<file path="config.mk">
export PLATFORM = sky130hd
export DESIGN_NAME = piecewise_linear_color_ramp_unit
export DESIGN_NICKNAME = d
export VERILOG_FILES = /design/src/plcr_pkg.sv /design/src/piecewise_linear_color_ramp_unit.sv /design/src/plcr_table.sv /design/src/plcr_divider.sv /design/src/plcr_blend.sv
export SDC_FILE = /design/constraint.sdc
export NUM_CORES = 1
export LEC_CHECK = 0
export ABC_AREA = 1
export BUFFER_PORTS_ARGS = -buffer_cell sky130_fd_sc_hd__buf_2
export CAP_MARGIN = 20
export CORE_MARGIN = 1
export CORE_UTILIZATION = 28
export DETAILED_ROUTE_END_ITERATION = 6
export HOLD_SLACK_MARGIN = 0.05
export PLACE_DENSITY = 0.48
export SLEW_MARGIN = 20
export SYNTH_ARGS = -nofsm -noshare
export SYNTH_HDL_FRONTEND = slang
export SYNTH_SLANG_ARGS = --single-unit
</file>
<file path="constraint.sdc">
create_clock -name aclk -period 14.5 [get_ports aclk]
set_input_delay 1.45 -clock aclk [delete_from_list [all_inputs] [get_ports aclk]]
set_output_delay 1.45 -clock aclk [all_outputs]
set_load 0.03 [all_outputs]
</file>
<file path="src/plcr_pkg.sv">
// Shared types, constants and state encoding for the piecewise-linear color ramp.
// Depends on nothing; every other file of the block imports it.
`timescale 1ns / 1ps
`default_nettype none

package plcr_pkg;

    // Table size and fraction precision.
    localparam int MAX_BREAKPOINTS = 8;
    localparam int FRACTION_BITS   = 12;

    // Derived widths.
    localparam int ADDR_W  = (MAX_BREAKPOINTS > 1) ? $clog2(MAX_BREAKPOINTS) : 1;
    localparam int CNT_W   = $clog2(MAX_BREAKPOINTS + 1);
    localparam int P_W     = FRACTION_BITS + 1;
    localparam int KEY_W   = 16;
    localparam int CHAN_W  = 8;
    localparam int EIDX_W  = 3;
    localparam int CFG_W   = 4;

    // Fraction value that stands for 1.0.
    localparam logic [P_W-1:0] FRAC_ONE = P_W'(1) << FRACTION_BITS;

    // Command codes.
    localparam logic CMD_WRITE  = 1'b0;
    localparam logic CMD_LOOKUP = 1'b1;

    typedef struct packed {
        logic [CHAN_W-1:0] red;
        logic [CHAN_W-1:0] green;
        logic [CHAN_W-1:0] blue;
    } rgb_t;

    typedef struct packed {
        logic signed [KEY_W-1:0] key;
        rgb_t                    colour;
    } entry_t;

    // Input request payload.
    typedef struct packed {
        logic                    command;
        logic [EIDX_W-1:0]       entry_index;
        logic signed [KEY_W-1:0] entry_key;
        logic [CHAN_W-1:0]       entry_red;
        logic [CHAN_W-1:0]       entry_green;
        logic [CHAN_W-1:0]       entry_blue;
        logic signed [KEY_W-1:0] lookup_value;
    } plcr_in_t;

    // Result payload.
    typedef struct packed {
        logic [CHAN_W-1:0] out_red;
        logic [CHAN_W-1:0] out_green;
        logic [CHAN_W-1:0] out_blue;
    } plcr_out_t;

    typedef enum logic [2:0] {
        ST_IDLE,
        ST_SCAN,
        ST_DIV,
        ST_BLEND,
        ST_OUT
    } plcr_state_t;

endpackage

`default_nettype wire

</file>
<file path="src/piecewise_linear_color_ramp_unit.sv">
// Top level of the piecewise-linear color ramp: sequencer, table, divider, blender.
// Depends on plcr_pkg, plcr_table, plcr_divider and plcr_blend.
//
// Usage:
//   The s_ channel carries requests of type plcr_in_t. A write request
//   (command zero) stores one breakpoint and gives no result.
//   A lookup request gives one plcr_out_t color on the m_ channel.
//   cfg_we/cfg_wdata set the number of breakpoints in use; write it only while
//   the block is idle. Zero counts as one and values above the table size
//   count as the table size.
//   The scan reads one entry a cycle from the table's single read port; an
//   interpolated lookup then runs the bit-serial divider (one fraction bit a
//   cycle) and the shared blend multiplier (one channel a cycle). One request
//   is in flight at a time; s_ready is low while a lookup runs.
//   A finished color sits in an output register; the next request is taken
//   while it waits, but a further lookup holds before delivery until the
//   receiver raises m_ready. Reset restores a count of one, all keys zero,
//   entry zero blue and the other colors black.
`timescale 1ns / 1ps
`default_nettype none

module piecewise_linear_color_ramp_unit (
    input  wire logic                  aclk,
    input  wire logic                  aresetn,
    input  wire logic                  s_valid,
    output logic                       s_ready,
    input  wire plcr_pkg::plcr_in_t    s_data,
    output logic                       m_valid,
    input  wire logic                  m_ready,
    output plcr_pkg::plcr_out_t        m_data,
    input  wire logic                  cfg_we,
    input  wire logic [plcr_pkg::CFG_W-1:0] cfg_wdata
);
    import plcr_pkg::*;

    plcr_state_t             state_reg, state_next;
    logic [CFG_W-1:0]        count_reg;
    logic [CNT_W-1:0]        n_eff;
    logic [CNT_W-1:0]        n_reg, n_next;
    logic [ADDR_W-1:0]       idx_reg, idx_next;
    logic signed [KEY_W-1:0] value_reg, value_next;
    logic signed [KEY_W-1:0] k0_reg, k0_next;
    rgb_t                    c0_reg, c0_next;
    rgb_t                    c1_reg, c1_next;
    rgb_t                    res_reg, res_next;
    logic                    m_valid_reg;
    plcr_out_t               m_data_reg;

    logic                    accept;
    logic                    tbl_wr_en;
    entry_t                  tbl_wr_entry;
    logic [ADDR_W-1:0]       rd_addr;
    entry_t                  rd_entry;
    logic                    div_start;
    logic [KEY_W-1:0]        div_num, div_den;
    logic                    div_done;
    logic [P_W-1:0]          div_quot;
    logic                    blend_start;
    logic                    blend_done;
    rgb_t                    blend_rgb;
    logic                    out_load;
    logic                    value_above;
    logic [KEY_W:0]          num_wide, den_wide;

    // Breakpoint count register.
    always_ff @(posedge aclk) begin
        if (!aresetn) begin
            count_reg <= CFG_W'(1);
        end else if (cfg_we) begin
            count_reg <= cfg_wdata;
        end
    end

    // Count in use, clamped to one .. table size.
    always_comb begin
        if (count_reg == '0) begin
            n_eff = CNT_W'(1);
        end else if (32'(count_reg) > MAX_BREAKPOINTS) begin
            n_eff = CNT_W'(MAX_BREAKPOINTS);
        end else begin
            n_eff = CNT_W'(count_reg);
        end
    end

    assign s_ready = (state_reg == ST_IDLE);
    assign accept  = s_valid && s_ready;

    // Table write path; indexes beyond the table are dropped.
    assign tbl_wr_en = accept && (s_data.command == CMD_WRITE)
                       && ({{(32 - EIDX_W){1'b0}}, s_data.entry_index}
                           < 32'(MAX_BREAKPOINTS));
    assign tbl_wr_entry.key          = s_data.entry_key;
    assign tbl_wr_entry.colour.red   = s_data.entry_red;
    assign tbl_wr_entry.colour.green = s_data.entry_green;
    assign tbl_wr_entry.colour.blue  = s_data.entry_blue;

    plcr_table u_table (
        .aclk     (aclk),
        .aresetn  (aresetn),
        .wr_en    (tbl_wr_en),
        .wr_addr  (ADDR_W'(s_data.entry_index)),
        .wr_entry (tbl_wr_entry),
        .rd_addr  (rd_addr),
        .rd_entry (rd_entry)
    );

    // Operands for the fraction: both differences are positive and fit 16 bits.
    assign value_above = value_reg > rd_entry.key;
    assign num_wide    = (KEY_W+1)'($signed({value_reg[KEY_W-1], value_reg})
                                    - $signed({k0_reg[KEY_W-1], k0_reg}));
    assign den_wide    = (KEY_W+1)'($signed({rd_entry.key[KEY_W-1], rd_entry.key})
                                    - $signed({k0_reg[KEY_W-1], k0_reg}));
    assign div_num     = num_wide[KEY_W-1:0];
    assign div_den     = den_wide[KEY_W-1:0];

    plcr_divider u_divider (
        .aclk    (aclk),
        .aresetn (aresetn),
        .start   (div_start),
        .num     (div_num),
        .den     (div_den),
        .done    (div_done),
        .quot    (div_quot)
    );

    plcr_blend u_blend (
        .aclk    (aclk),
        .aresetn (aresetn),
        .start   (blend_start),
        .frac    (div_quot),
        .c0      (c0_reg),
        .c1      (c1_reg),
        .done    (blend_done),
        .result  (blend_rgb)
    );

    // Sequencer: scan, divide, blend, deliver.
    always_comb begin
        state_next  = state_reg;
        n_next      = n_reg;
        idx_next    = idx_reg;
        value_next  = value_reg;
        k0_next     = k0_reg;
        c0_next     = c0_reg;
        c1_next     = c1_reg;
        res_next    = res_reg;
        rd_addr     = idx_reg;
        div_start   = 1'b0;
        blend_start = 1'b0;
        out_load    = 1'b0;
        case (state_reg)
            ST_IDLE: begin
                if (accept && (s_data.command == CMD_LOOKUP)) begin
                    value_next = s_data.lookup_value;
                    n_next     = n_eff;
                    idx_next   = '0;
                    rd_addr    = '0;
                    state_next = ST_SCAN;
                end
            end
            ST_SCAN: begin
                if (!value_above) begin
                    if (idx_reg == '0) begin
                        // At or below the first key: first color.
                        res_next   = rd_entry.colour;
                        state_next = ST_OUT;
                    end else begin
                        c1_next    = rd_entry.colour;
                        div_start  = 1'b1;
                        state_next = ST_DIV;
                    end
                end else begin
                    k0_next = rd_entry.key;
                    c0_next = rd_entry.colour;
                    if (CNT_W'(idx_reg) + CNT_W'(1) == n_reg) begin
                        // Above the last key in use: last color.
                        res_next   = rd_entry.colour;
                        state_next = ST_OUT;
                    end else begin
                        idx_next = idx_reg + ADDR_W'(1);
                        rd_addr  = idx_reg + ADDR_W'(1);
                    end
                end
            end
            ST_DIV: begin
                if (div_done) begin
                    blend_start = 1'b1;
                    state_next  = ST_BLEND;
                end
            end
            ST_BLEND: begin
                if (blend_done) begin
                    res_next   = blend_rgb;
                    state_next = ST_OUT;
                end
            end
            ST_OUT: begin
                if (!m_valid_reg || m_ready) begin
                    out_load   = 1'b1;
                    state_next = ST_IDLE;
                end
            end
            default: begin
                state_next = ST_IDLE;
            end
        endcase
    end

    always_ff @(posedge aclk) begin
        if (!aresetn) begin
            state_reg <= ST_IDLE;
            idx_reg   <= '0;
        end else begin
            state_reg <= state_next;
            idx_reg   <= idx_next;
        end
    end

    always_ff @(posedge aclk) begin
        n_reg     <= n_next;
        value_reg <= value_next;
        k0_reg    <= k0_next;
        c0_reg    <= c0_next;
        c1_reg    <= c1_next;
        res_reg   <= res_next;
    end

    // Output register.
    always_ff @(posedge aclk) begin
        if (!aresetn) begin
            m_valid_reg <= 1'b0;
        end else if (out_load) begin
            m_valid_reg <= 1'b1;
        end else if (m_ready) begin
            m_valid_reg <= 1'b0;
        end
    end

    always_ff @(posedge aclk) begin
        if (out_load) begin
            m_data_reg.out_red   <= res_reg.red;
            m_data_reg.out_green <= res_reg.green;
            m_data_reg.out_blue  <= res_reg.blue;
        end
    end

    assign m_valid = m_valid_reg;
    assign m_data  = m_data_reg;

    // The divider only finishes while the sequencer waits for it.
    a_div_done_in_div: assert property (@(posedge aclk) disable iff (!aresetn)
        div_done |-> state_reg == ST_DIV)
        else $error("divider finished outside divide state");

    // The blender only finishes while the sequencer waits for it.
    a_blend_done_in_blend: assert property (@(posedge aclk) disable iff (!aresetn)
        blend_done |-> state_reg == ST_BLEND)
        else $error("blender finished outside blend state");

    // A division is started only with a positive divisor no smaller than the dividend.
    a_div_den_positive: assert property (@(posedge aclk) disable iff (!aresetn)
        div_start |-> div_den != '0 && div_num <= div_den)
        else $error("bad divider operands");

    // The scan never reads past the entries in use.
    a_scan_in_range: assert property (@(posedge aclk) disable iff (!aresetn)
        state_reg == ST_SCAN |-> CNT_W'(idx_reg) < n_reg)
        else $error("scan index past count");

endmodule

`default_nettype wire

</file>
<file path="src/plcr_table.sv">
// Breakpoint table: one write port and one registered read port.
// Depends on plcr_pkg for the entry type and table size.
`timescale 1ns / 1ps
`default_nettype none

module plcr_table (
    input  wire logic                   aclk,
    input  wire logic                   aresetn,
    input  wire logic                   wr_en,
    input  wire logic [plcr_pkg::ADDR_W-1:0] wr_addr,
    input  wire plcr_pkg::entry_t       wr_entry,
    input  wire logic [plcr_pkg::ADDR_W-1:0] rd_addr,
    output plcr_pkg::entry_t            rd_entry
);
    import plcr_pkg::*;

    entry_t entries_reg [MAX_BREAKPOINTS];
    entry_t rd_entry_reg;

    // Table storage; reset leaves entry zero blue and all others zero.
    always_ff @(posedge aclk) begin
        if (!aresetn) begin
            entries_reg[0] <= '{key: '0, colour: '{red: '0, green: '0, blue: '1}};
            for (int i = 1; i < MAX_BREAKPOINTS; i++) begin
                entries_reg[i] <= '0;
            end
        end else if (wr_en) begin
            entries_reg[wr_addr] <= wr_entry;
        end
    end

    // Registered read.
    always_ff @(posedge aclk) begin
        rd_entry_reg <= entries_reg[rd_addr];
    end

    assign rd_entry = rd_entry_reg;

endmodule

`default_nettype wire

</file>
<file path="src/plcr_divider.sv">
// Bit-serial restoring divider producing floor((num << FRACTION_BITS) / den).
// Requires num <= den and den > 0. Depends on plcr_pkg for widths.
`timescale 1ns / 1ps
`default_nettype none

module plcr_divider (
    input  wire logic                        aclk,
    input  wire logic                        aresetn,
    input  wire logic                        start,
    input  wire logic [plcr_pkg::KEY_W-1:0]  num,
    input  wire logic [plcr_pkg::KEY_W-1:0]  den,
    output logic                             done,
    output logic [plcr_pkg::P_W-1:0]         quot
);
    import plcr_pkg::*;

    localparam int STEP_W = $clog2(P_W + 1);

    logic              busy_reg, busy_next;
    logic              done_reg, done_next;
    logic [STEP_W-1:0] step_reg, step_next;
    logic [KEY_W-1:0]  rem_reg, rem_next;
    logic [KEY_W-1:0]  den_reg, den_next;
    logic [P_W-1:0]    quot_reg, quot_next;
    logic [KEY_W:0]    trial;
    logic              fits;

    // One quotient bit per cycle; the first step is taken without a shift.
    always_comb begin
        busy_next = busy_reg;
        done_next = 1'b0;
        step_next = step_reg;
        rem_next  = rem_reg;
        den_next  = den_reg;
        quot_next = quot_reg;
        trial     = (step_reg == '0) ? {1'b0, rem_reg} : {rem_reg, 1'b0};
        fits      = trial >= {1'b0, den_reg};
        if (start) begin
            busy_next = 1'b1;
            step_next = '0;
            rem_next  = num;
            den_next  = den;
            quot_next = '0;
        end else if (busy_reg) begin
            rem_next  = fits ? KEY_W'(trial - {1'b0, den_reg}) : KEY_W'(trial);
            quot_next = {quot_reg[P_W-2:0], fits};
            step_next = step_reg + STEP_W'(1);
            if (step_reg == STEP_W'(P_W - 1)) begin
                busy_next = 1'b0;
                done_next = 1'b1;
            end
        end
    end

    always_ff @(posedge aclk) begin
        if (!aresetn) begin
            busy_reg <= 1'b0;
            done_reg <= 1'b0;
            step_reg <= '0;
        end else begin
            busy_reg <= busy_next;
            done_reg <= done_next;
            step_reg <= step_next;
        end
    end

    always_ff @(posedge aclk) begin
        rem_reg  <= rem_next;
        den_reg  <= den_next;
        quot_reg <= quot_next;
    end

    assign done = done_reg;
    assign quot = quot_reg;

    // The remainder never reaches the divisor after a step.
    a_rem_below_den: assert property (@(posedge aclk) disable iff (!aresetn)
        busy_reg && !start |=> rem_reg < den_reg || !busy_reg || $past(start))
        else $error("divider remainder not reduced");

    // A finished quotient never exceeds one.
    a_quot_range: assert property (@(posedge aclk) disable iff (!aresetn)
        done_reg |-> quot_reg <= FRAC_ONE)
        else $error("divider quotient above one");

    // Done is a single-cycle pulse.
    a_done_pulse: assert property (@(posedge aclk) disable iff (!aresetn)
        done_reg |=> !done_reg)
        else $error("divider done held");

endmodule

`default_nettype wire

</file>
<file path="src/plcr_blend.sv">
// Color blender: one shared multiplier computes c0 + floor(p * (c1 - c0) / 2^F)
// for red, green and blue in turn. Depends on plcr_pkg.
`timescale 1ns / 1ps
`default_nettype none

module plcr_blend (
    input  wire logic                 aclk,
    input  wire logic                 aresetn,
    input  wire logic                 start,
    input  wire logic [plcr_pkg::P_W-1:0] frac,
    input  wire plcr_pkg::rgb_t       c0,
    input  wire plcr_pkg::rgb_t       c1,
    output logic                      done,
    output plcr_pkg::rgb_t            result
);
    import plcr_pkg::*;

    localparam int DIFF_W = CHAN_W + 1;
    localparam int PROD_W = P_W + 1 + DIFF_W;

    logic                      busy_reg, busy_next;
    logic                      done_reg, done_next;
    logic [1:0]                chan_reg, chan_next;
    logic [P_W-1:0]            frac_reg, frac_next;
    rgb_t                      c0_reg, c0_next;
    rgb_t                      c1_reg, c1_next;
    rgb_t                      res_reg, res_next;
    logic [CHAN_W-1:0]         a, b;
    logic signed [DIFF_W-1:0]  diff;
    logic signed [PROD_W-1:0]  prod;
    logic signed [PROD_W-1:0]  scaled;
    logic [CHAN_W-1:0]         mixed;

    // Pick the channel in work and run it through the multiplier.
    always_comb begin
        case (chan_reg)
            2'd0: begin
                a = c0_reg.red;
                b = c1_reg.red;
            end
            2'd1: begin
                a = c0_reg.green;
                b = c1_reg.green;
            end
            default: begin
                a = c0_reg.blue;
                b = c1_reg.blue;
            end
        endcase
        diff   = $signed({1'b0, b}) - $signed({1'b0, a});
        prod   = $signed({1'b0, frac_reg}) * diff;
        scaled = prod >>> FRACTION_BITS;
        mixed  = a + scaled[CHAN_W-1:0];
    end

    // Sequencer over the three channels.
    always_comb begin
        busy_next = busy_reg;
        done_next = 1'b0;
        chan_next = chan_reg;
        frac_next = frac_reg;
        c0_next   = c0_reg;
        c1_next   = c1_reg;
        res_next  = res_reg;
        if (start) begin
            busy_next = 1'b1;
            chan_next = 2'd0;
            frac_next = frac;
            c0_next   = c0;
            c1_next   = c1;
        end else if (busy_reg) begin
            case (chan_reg)
                2'd0:    res_next.red   = mixed;
                2'd1:    res_next.green = mixed;
                default: res_next.blue  = mixed;
            endcase
            chan_next = chan_reg + 2'd1;
            if (chan_reg == 2'd2) begin
                busy_next = 1'b0;
                done_next = 1'b1;
            end
        end
    end

    always_ff @(posedge aclk) begin
        if (!aresetn) begin
            busy_reg <= 1'b0;
            done_reg <= 1'b0;
            chan_reg <= 2'd0;
        end else begin
            busy_reg <= busy_next;
            done_reg <= done_next;
            chan_reg <= chan_next;
        end
    end

    always_ff @(posedge aclk) begin
        frac_reg <= frac_next;
        c0_reg   <= c0_next;
        c1_reg   <= c1_next;
        res_reg  <= res_next;
    end

    assign done   = done_reg;
    assign result = res_reg;

endmodule

`default_nettype wire
</file>
# After elaboration in Yosys (flattened, before gate mapping)
# Memories as Yosys holds them, arrays and structs flattened. A register that Yosys moved wholly into a read port is not among the register bits.
# Cells that the tools add are included.
# W data, S select, Z words.
[totals]
ff_bits = 283
out_inout_bits = 26
ramBits = 320
n_memories = 1
in_bits = 69
[op_classes]
mul = 1
n_eq_ne = 14
reduce_logical = 28
n_addsub = 9
magnitude_cmp = 3
bitwise = 8
mux = 48
[memory_table]
columns = ["name", "words", "word_bits", "rd", "rd_ports_with_merged_regs", "write_ports", "line_no", "text"]
rows = [
  ["u_table.entries_reg", 8, 40, 1, 1, 8, "plcr_table.sv:17", "entry_t entries_reg [MAX_BREAKPOINTS];"],
]
[op_table]
columns = ["cell", "count"]
rows = [
  ["$mux W24", 4],
  ["$mux W16", 3],
  ["$pmux W24 S2", 1],
  ["$sub A16 B16 Y16", 3],
  ["$mux W40", 1],
  ["$reduce_or A40 Y1", 1],
  ["$mux W3", 11],
  ["$pmux W8 S2", 2],
  ["$mux W1", 22],
  ["$mul A14 B9 Y20", 1],
  ["$ge A17 B16 Y1", 1],
  ["$mux W17", 1],
  ["$gt A16 B16 Y1", 1],
  ["$pmux W3 S5", 1],
  ["$reduce_and A3 Y1", 4],
  ["$sub A8 B8 Y9", 1],
  ["$add A8 B8 Y8", 1],
  ["$logic_not A4 Y1", 2],
  ["$not A1 Y1", 8],
  ["$reduce_or A2 Y1", 4],
  ["$eq A3 B2 Y1 const B", 2],
  ["$logic_not A3 Y1", 2],
  ["$ne A2 B1 Y1 const B", 3],
  ["$ne A3 B3 Y1 const B", 2],
  ["other kinds (23)", 29],
]

# Longest topological paths before layout
[logic_depth]
ltp_word = 8
mapped_depth = 44
depth_no_buf = 42

# Modules after synthesis
# From an unflattened synthesis, not the netlist that was laid out.
[unflattened]
hier_cells = 3699
area_unflattened_um2 = 34212.8
[by_module_without_submodules]
columns = ["mod", "seq_area_each_um2", "n_inst", "cells_each", "area_each_um2"]
rows = [
  ["plcr_table", 10410.0, 1, 1844, 16502.1],
  ["plcr_blend", 2632.5, 1, 786, 7432.1],
  ["piecewise_linear_color_ramp_unit", 4184.0, 1, 611, 6851.6],
  ["plcr_divider", 1341.3, 1, 458, 3427.0],
]

# Worst setup path before layout
# No wires, ideal clock.
[synth_path]
path_kind = "reg-to-reg"
start = "register u_blend.chan_reg[0]"
end = "register u_blend.res_reg, in the netlist u_blend.result[15] (data pin)"
synth_period_minus_slack_ns = 7.519
arrival_ns = 7.258
n_path_buf = 3
setup_slack_ns = 6.981
path_stages_with_launch = 41
cell_sequence = "dfxtp_1 > inv_1 > ha_1 > buf_6 > clkbuf_1 > a22o_1 > a21oi_1 > ha_1 > inv_1 > fa_1 > nand3_1 > nand2_1 > xor2_1 > inv_1 > clkbuf_1 > nor2_1 > fa_1 > inv_1 > (+5 left out) > fa_1 > inv_1 > ha_1 > a21oi_1 > o21ai_0 > a31oi_1 > o21ai_0 > xor2_1 > ha_1 > a21o_1 > nand2_1 > nand2_1 > inv_1 > nor2_1 > nor2_1 > inv_1 > nand2_1 > nand2_1"
[synth_between]
elab_chain_len = 5
word_cells_on_any_way = 7
classes_between = "2 x add/sub; 1 x mul; 1 x eq/ne; 2 x mux; 1 x reduce/logical"
[synth_lines]
columns = ["element", "line_no", "text"]
rows = [
  ["start, declared", "plcr_blend.sv:23", "logic [1:0] chan_reg, chan_next;"],
  ["start signal, assigned", "plcr_blend.sv:93", "chan_reg <= chan_next;"],
  ["$eq A2 B1 Y1 or $logic_not A2 Y1 (tied branches)", "plcr_blend.sv:36", "case (chan_reg)"],
  ["$pmux W8 S2", "plcr_blend.sv:36", ""],
  ["$sub A8 B8 Y9", "plcr_blend.sv:50", "diff = $signed({1'b0, b}) - $signed({1'b0, a});"],
  ["$mul A14 B9 Y20", "plcr_blend.sv:51", "prod = $signed({1'b0, frac_reg}) * diff;"],
  ["$add A8 B8 Y8 *", "plcr_blend.sv:53", "mixed = a + scaled[CHAN_W-1:0];"],
  ["named net u_blend.mixed[7]", "plcr_blend.sv:32", "logic [CHAN_W-1:0] mixed;"],
  ["end signal, assigned", "plcr_blend.sv:101", "res_reg <= res_next;"],
  ["end, declared", "plcr_blend.sv:27", "rgb_t res_reg, res_next;"],
]
# Mark *: on every way through the listed nets, which the timed path passes. The rest lies on a longest branch.
# A chain may end at the register's enable or synchronous reset.

# Final worst setup path
# Same ends and word-level chain as after synthesis.

==> impl_metrics.json <==
{
  "largest_register_ffs": 320,
  "post_route_cells_drive_above_1_share_pct": 7.461,
  "ys_seq_area_share_pct": 55.74,
  "min-delay-path-class": "flop to flop",
  "slew_headroom_pct": 25.01,
  "p_seq_share_pct": 42.7,
  "synthArstFlopShare_pct": 0,
  "synth-compound-area-share_pct": 3.614,
  "count_of_flip_flops_with_a_built_in_enable_after_synthesis": 569,
  "n_fill_cell": 12110,
  "power.density_cell_area_mw_per_mm2": 145.4,
  "synthesis.area_sq_mm": 0.03331,
  "internal_power_mw": 3.729,
  "criticalPathCategory": "flop to flop",
  "clock_tree_sinks": 643,
  "slew_violations": 0,
  "post_synth_num_cell_types": 48,
  "routed-via-count": 22990,
  "path_clk_slew_ns": 0.06,
  "run_status": "finished clean",
  "yosys.area_share.xor_xnor_pct": 1.750,
  "post_synthesis_mean_instance_area_sq_um": 9.436,
  "final_period_minus_worst_setup_slack_ns": 8.563,
  "total_power_mw": 5.499,
  "initial_utilization_pct": 28.25,
  "drc_errors": 0,
  "switching_power_summed_over_all_nets_mw": 1.770,
  "critical-path-slowest-cell": "sky130_fd_sc_hd__fa_1",
  "p_leak_nw": 16.96,
  "area.growth.synth_to_final_pct": 13.56,
  "global_placer_s_final_weighted_congestion": 0.8521,
  "cts_resized": 0,
  "cpPeakStageDelay_ns": 0.55,
  "hpwl_microns": 56070,
  "chipWidth_microns": 346.9,
  "timing_worst_slew_pin_value_ns": 1.125,
  "combinational_family_with_the_most_area_after_synthesis": "simple AND/OR/NAND/NOR gates",
  "cts_inserted_buffers": 73,
  "cpMostUsedCell": "sky130_fd_sc_hd__inv_1",
  "post_cts_hold_buffer_count": 0,
  "drt_first_pass_iters": 6,
  "io_pins": 95,
  "fmax_ghz": 0.1168,
  "setup_tns_ns": 0,
  "p_comb_share_pct": 24.3,
  "grt-ovfl-total": 0,
  "hold-path-cell-count": 0,
  "power_switching_share_pct": 32.20,
  "synth-main-ff-cell": "sky130_fd_sc_hd__edfxtp_1",
  "yosys_warnings": 0,
  "number_of_nets_at_the_end_of_the_flow": 3878,
  "clock_share_of_power_pct": 33.0,
  "detail_route.wl_per_cell_microns": 16.97,
  "drt-total-wl_microns": 88170,
  "worstPathMaxFanout": 19,
  "cts_htree_levels": 3,
  "worst_ir_drop_vdd_v": 0.0001039,
  "first_global_vias": 22730,
  "detail-route-antenna-nets": 0,
  "std_cell_rows": 126,
  "cp_data_required_time_ns": 14.86,
  "placement.io_buffers": 94,
  "gr_util_all_layers_pct": 14.64,
  "synth.area.mux_share_pct": 0,
  "rsz0062_at_grt": "false",
  "drt_iter0_drc": 1478,
  "yosys.area_share.adder_pct": 9.661,
  "design.core.area_sq_mm": 0.1179,
  "worst_ep_arrival_time_ns": 8.92,
  "route.detailed.vias_per_inst": 4.425,
  "finalHoldViolations": 0,
  "fp.dieArea_sq_mm": 0.1203,
  "clkLatencyLatePin_ns": 0.62,
  "synth-simple-area-share_pct": 20.27,
  "initial_antenna_violation_count": 3,
  "startpoint_class_of_the_critical_path": "flop",
  "critical_path.endpoint_type": "flop",
  "chipHeight_microns": 346.9,
  "synth_cells": 3530,
  "ys_ff_latch": 643,
  "min_period_over_period_pct": 59.05,
  "worst_r2r_path_depth": 38,
  "clock_tree.root_cell": "sky130_fd_sc_hd__clkbuf_16",
  "post_cts.repair.setup_buffers": 0,
  "synth_fp_nets": 3807,
  "antenna-diode-count": 0,
  "max_cap_viol_count": 0,
  "cts-root-to-sink-buffers": 3,
  "tritoncts": "yes",
  "grt_pass1_wl_microns": 135600,
  "grt_max_degree": 93,
  "fin_skew_ns": 0.02063,
  "endpoints_failing_setup": 0
}
==> worst paths after layout <==
kind                                           from                 end  slack [ns]
worst max-delay path            u_blend.chan_reg[0]  u_blend.result[15]        5.94
worst max register to register  u_blend.chan_reg[0]  u_blend.result[15]        5.94
worst min-delay path                     c1_reg[19]  u_blend.c1_reg[19]        0.42
worst min register to register           c1_reg[19]  u_blend.c1_reg[19]        0.42
==> placed cells by master, fill, tap and decap left out, drive strengths merged, types with 13 or more instances in the layout <==
cell    count
nor3       16
clkbuf     98
ha        126
a22oi      13
dfxtp      74
o211ai     14
inv       642
clkinv     24
o21ai      57
nor2      435
buf       131
nand4      13
nand3     377
a21oi      85
fa         82
nand2     786
edfxtp    569
xor2       36
xnor2      28
==> power by group through the flow <==
stage / clock network (mW) / logic, mW / registers [mW]
CTS: 1.87 / 1.35 / 2.35
detailed placement: 0 / 1.34 / 2.39
global route: 1.93 / 1.52 / 2.37
finish: 1.82 / 1.34 / 2.35
global placement: 0 / 1.34 / 2.39
floorplan: 0 / 0.948 / 2.36
==> Yosys cell counts, types with 6 or more instances <==
master                       n  share of area, %
sky130_fd_sc_hd__o21ai_0    55              0.83
sky130_fd_sc_hd__nand2_1   783               8.8
sky130_fd_sc_hd__fa_1       82               4.9
sky130_fd_sc_hd__a21o_1      6              0.14
sky130_fd_sc_hd__nor2_1    431               4.9
sky130_fd_sc_hd__edfxtp_1  569                51
sky130_fd_sc_hd__a31oi_1     8              0.15
sky130_fd_sc_hd__nor3_1     14              0.21
sky130_fd_sc_hd__dfxtp_1    74               4.4
sky130_fd_sc_hd__nand3_1   376               5.6
sky130_fd_sc_hd__a21oi_1    83               1.2
sky130_fd_sc_hd__o211ai_1   14              0.32
sky130_fd_sc_hd__xnor2_1    28              0.74
sky130_fd_sc_hd__buf_2      44              0.66
sky130_fd_sc_hd__ha_1      126               4.7
sky130_fd_sc_hd__a22oi_1    13              0.29
sky130_fd_sc_hd__xor2_1     36              0.95
sky130_fd_sc_hd__inv_1     634               7.1
sky130_fd_sc_hd__clkbuf_1   85              0.96
sky130_fd_sc_hd__nand4_1    12              0.23
==> worst max-delay path, delay by kind of cell (launching register included) <==
family	cells	cell delay, ns
fa+ha+maj	10	4.31
flops	1	0.37
buf+inv	8	0.48
simple gates	12	1.48
xor+xnor	2	0.82
compound gates	6	0.85
==> layer usage <==
metal	wire length, microns	share of wire [%]	vias to the layer above	global-route usage [%]
met1	39860	45	10960	19.29
met5	18	0.020	-	0
li1	-	-	11460	-
met4	1803	2.0	2	3.738
met2	42500	48	462	25.02
met3	3990	4.5	108	2.154
==> kinds of logic (layout without fill, tap and decap cells) <==
family,Yosys count,in the layout
xor gates and xnor gates,65,65
and+or+nand+nor,1635,1635
buffers and inverters,774,903
AOI/OAI and AO/OA,205,205
adders and majority gates,208,208
DFF,643,643
==> per-stage QoR <==
stage	setup slack, ns	hold WS, ns	instances	instance area [sq um]	utilization (%)
floorplan	6.981	0.4003	3530	33310	-
global placement	6.013	0.4003	5061	35470	30.08
detailed placement	5.967	0.4045	5061	35470	30.08
CTS	5.919	0.4169	5194	37800	32.05
global route	5.122	0.4234	5195	37830	32.08
finish	5.938	0.4168	5195	37830	32.08
==> cell type report <==
class / count / area, sq um / share of cell area (%)
clock buffer: 98 / 1982 / 5.239
clock inverter: 35 / 344.1 / 0.9096
inverter: 639 / 2399 / 6.341
multi-input combinational: 2113 / 11840 / 31.31
sequential: 643 / 18570 / 49.09
tap: 1536 / 1922 / 5.081
timing repair buffer: 131 / 768.2 / 2.031
No activity file was read; power rests on OpenSTA's default activity.
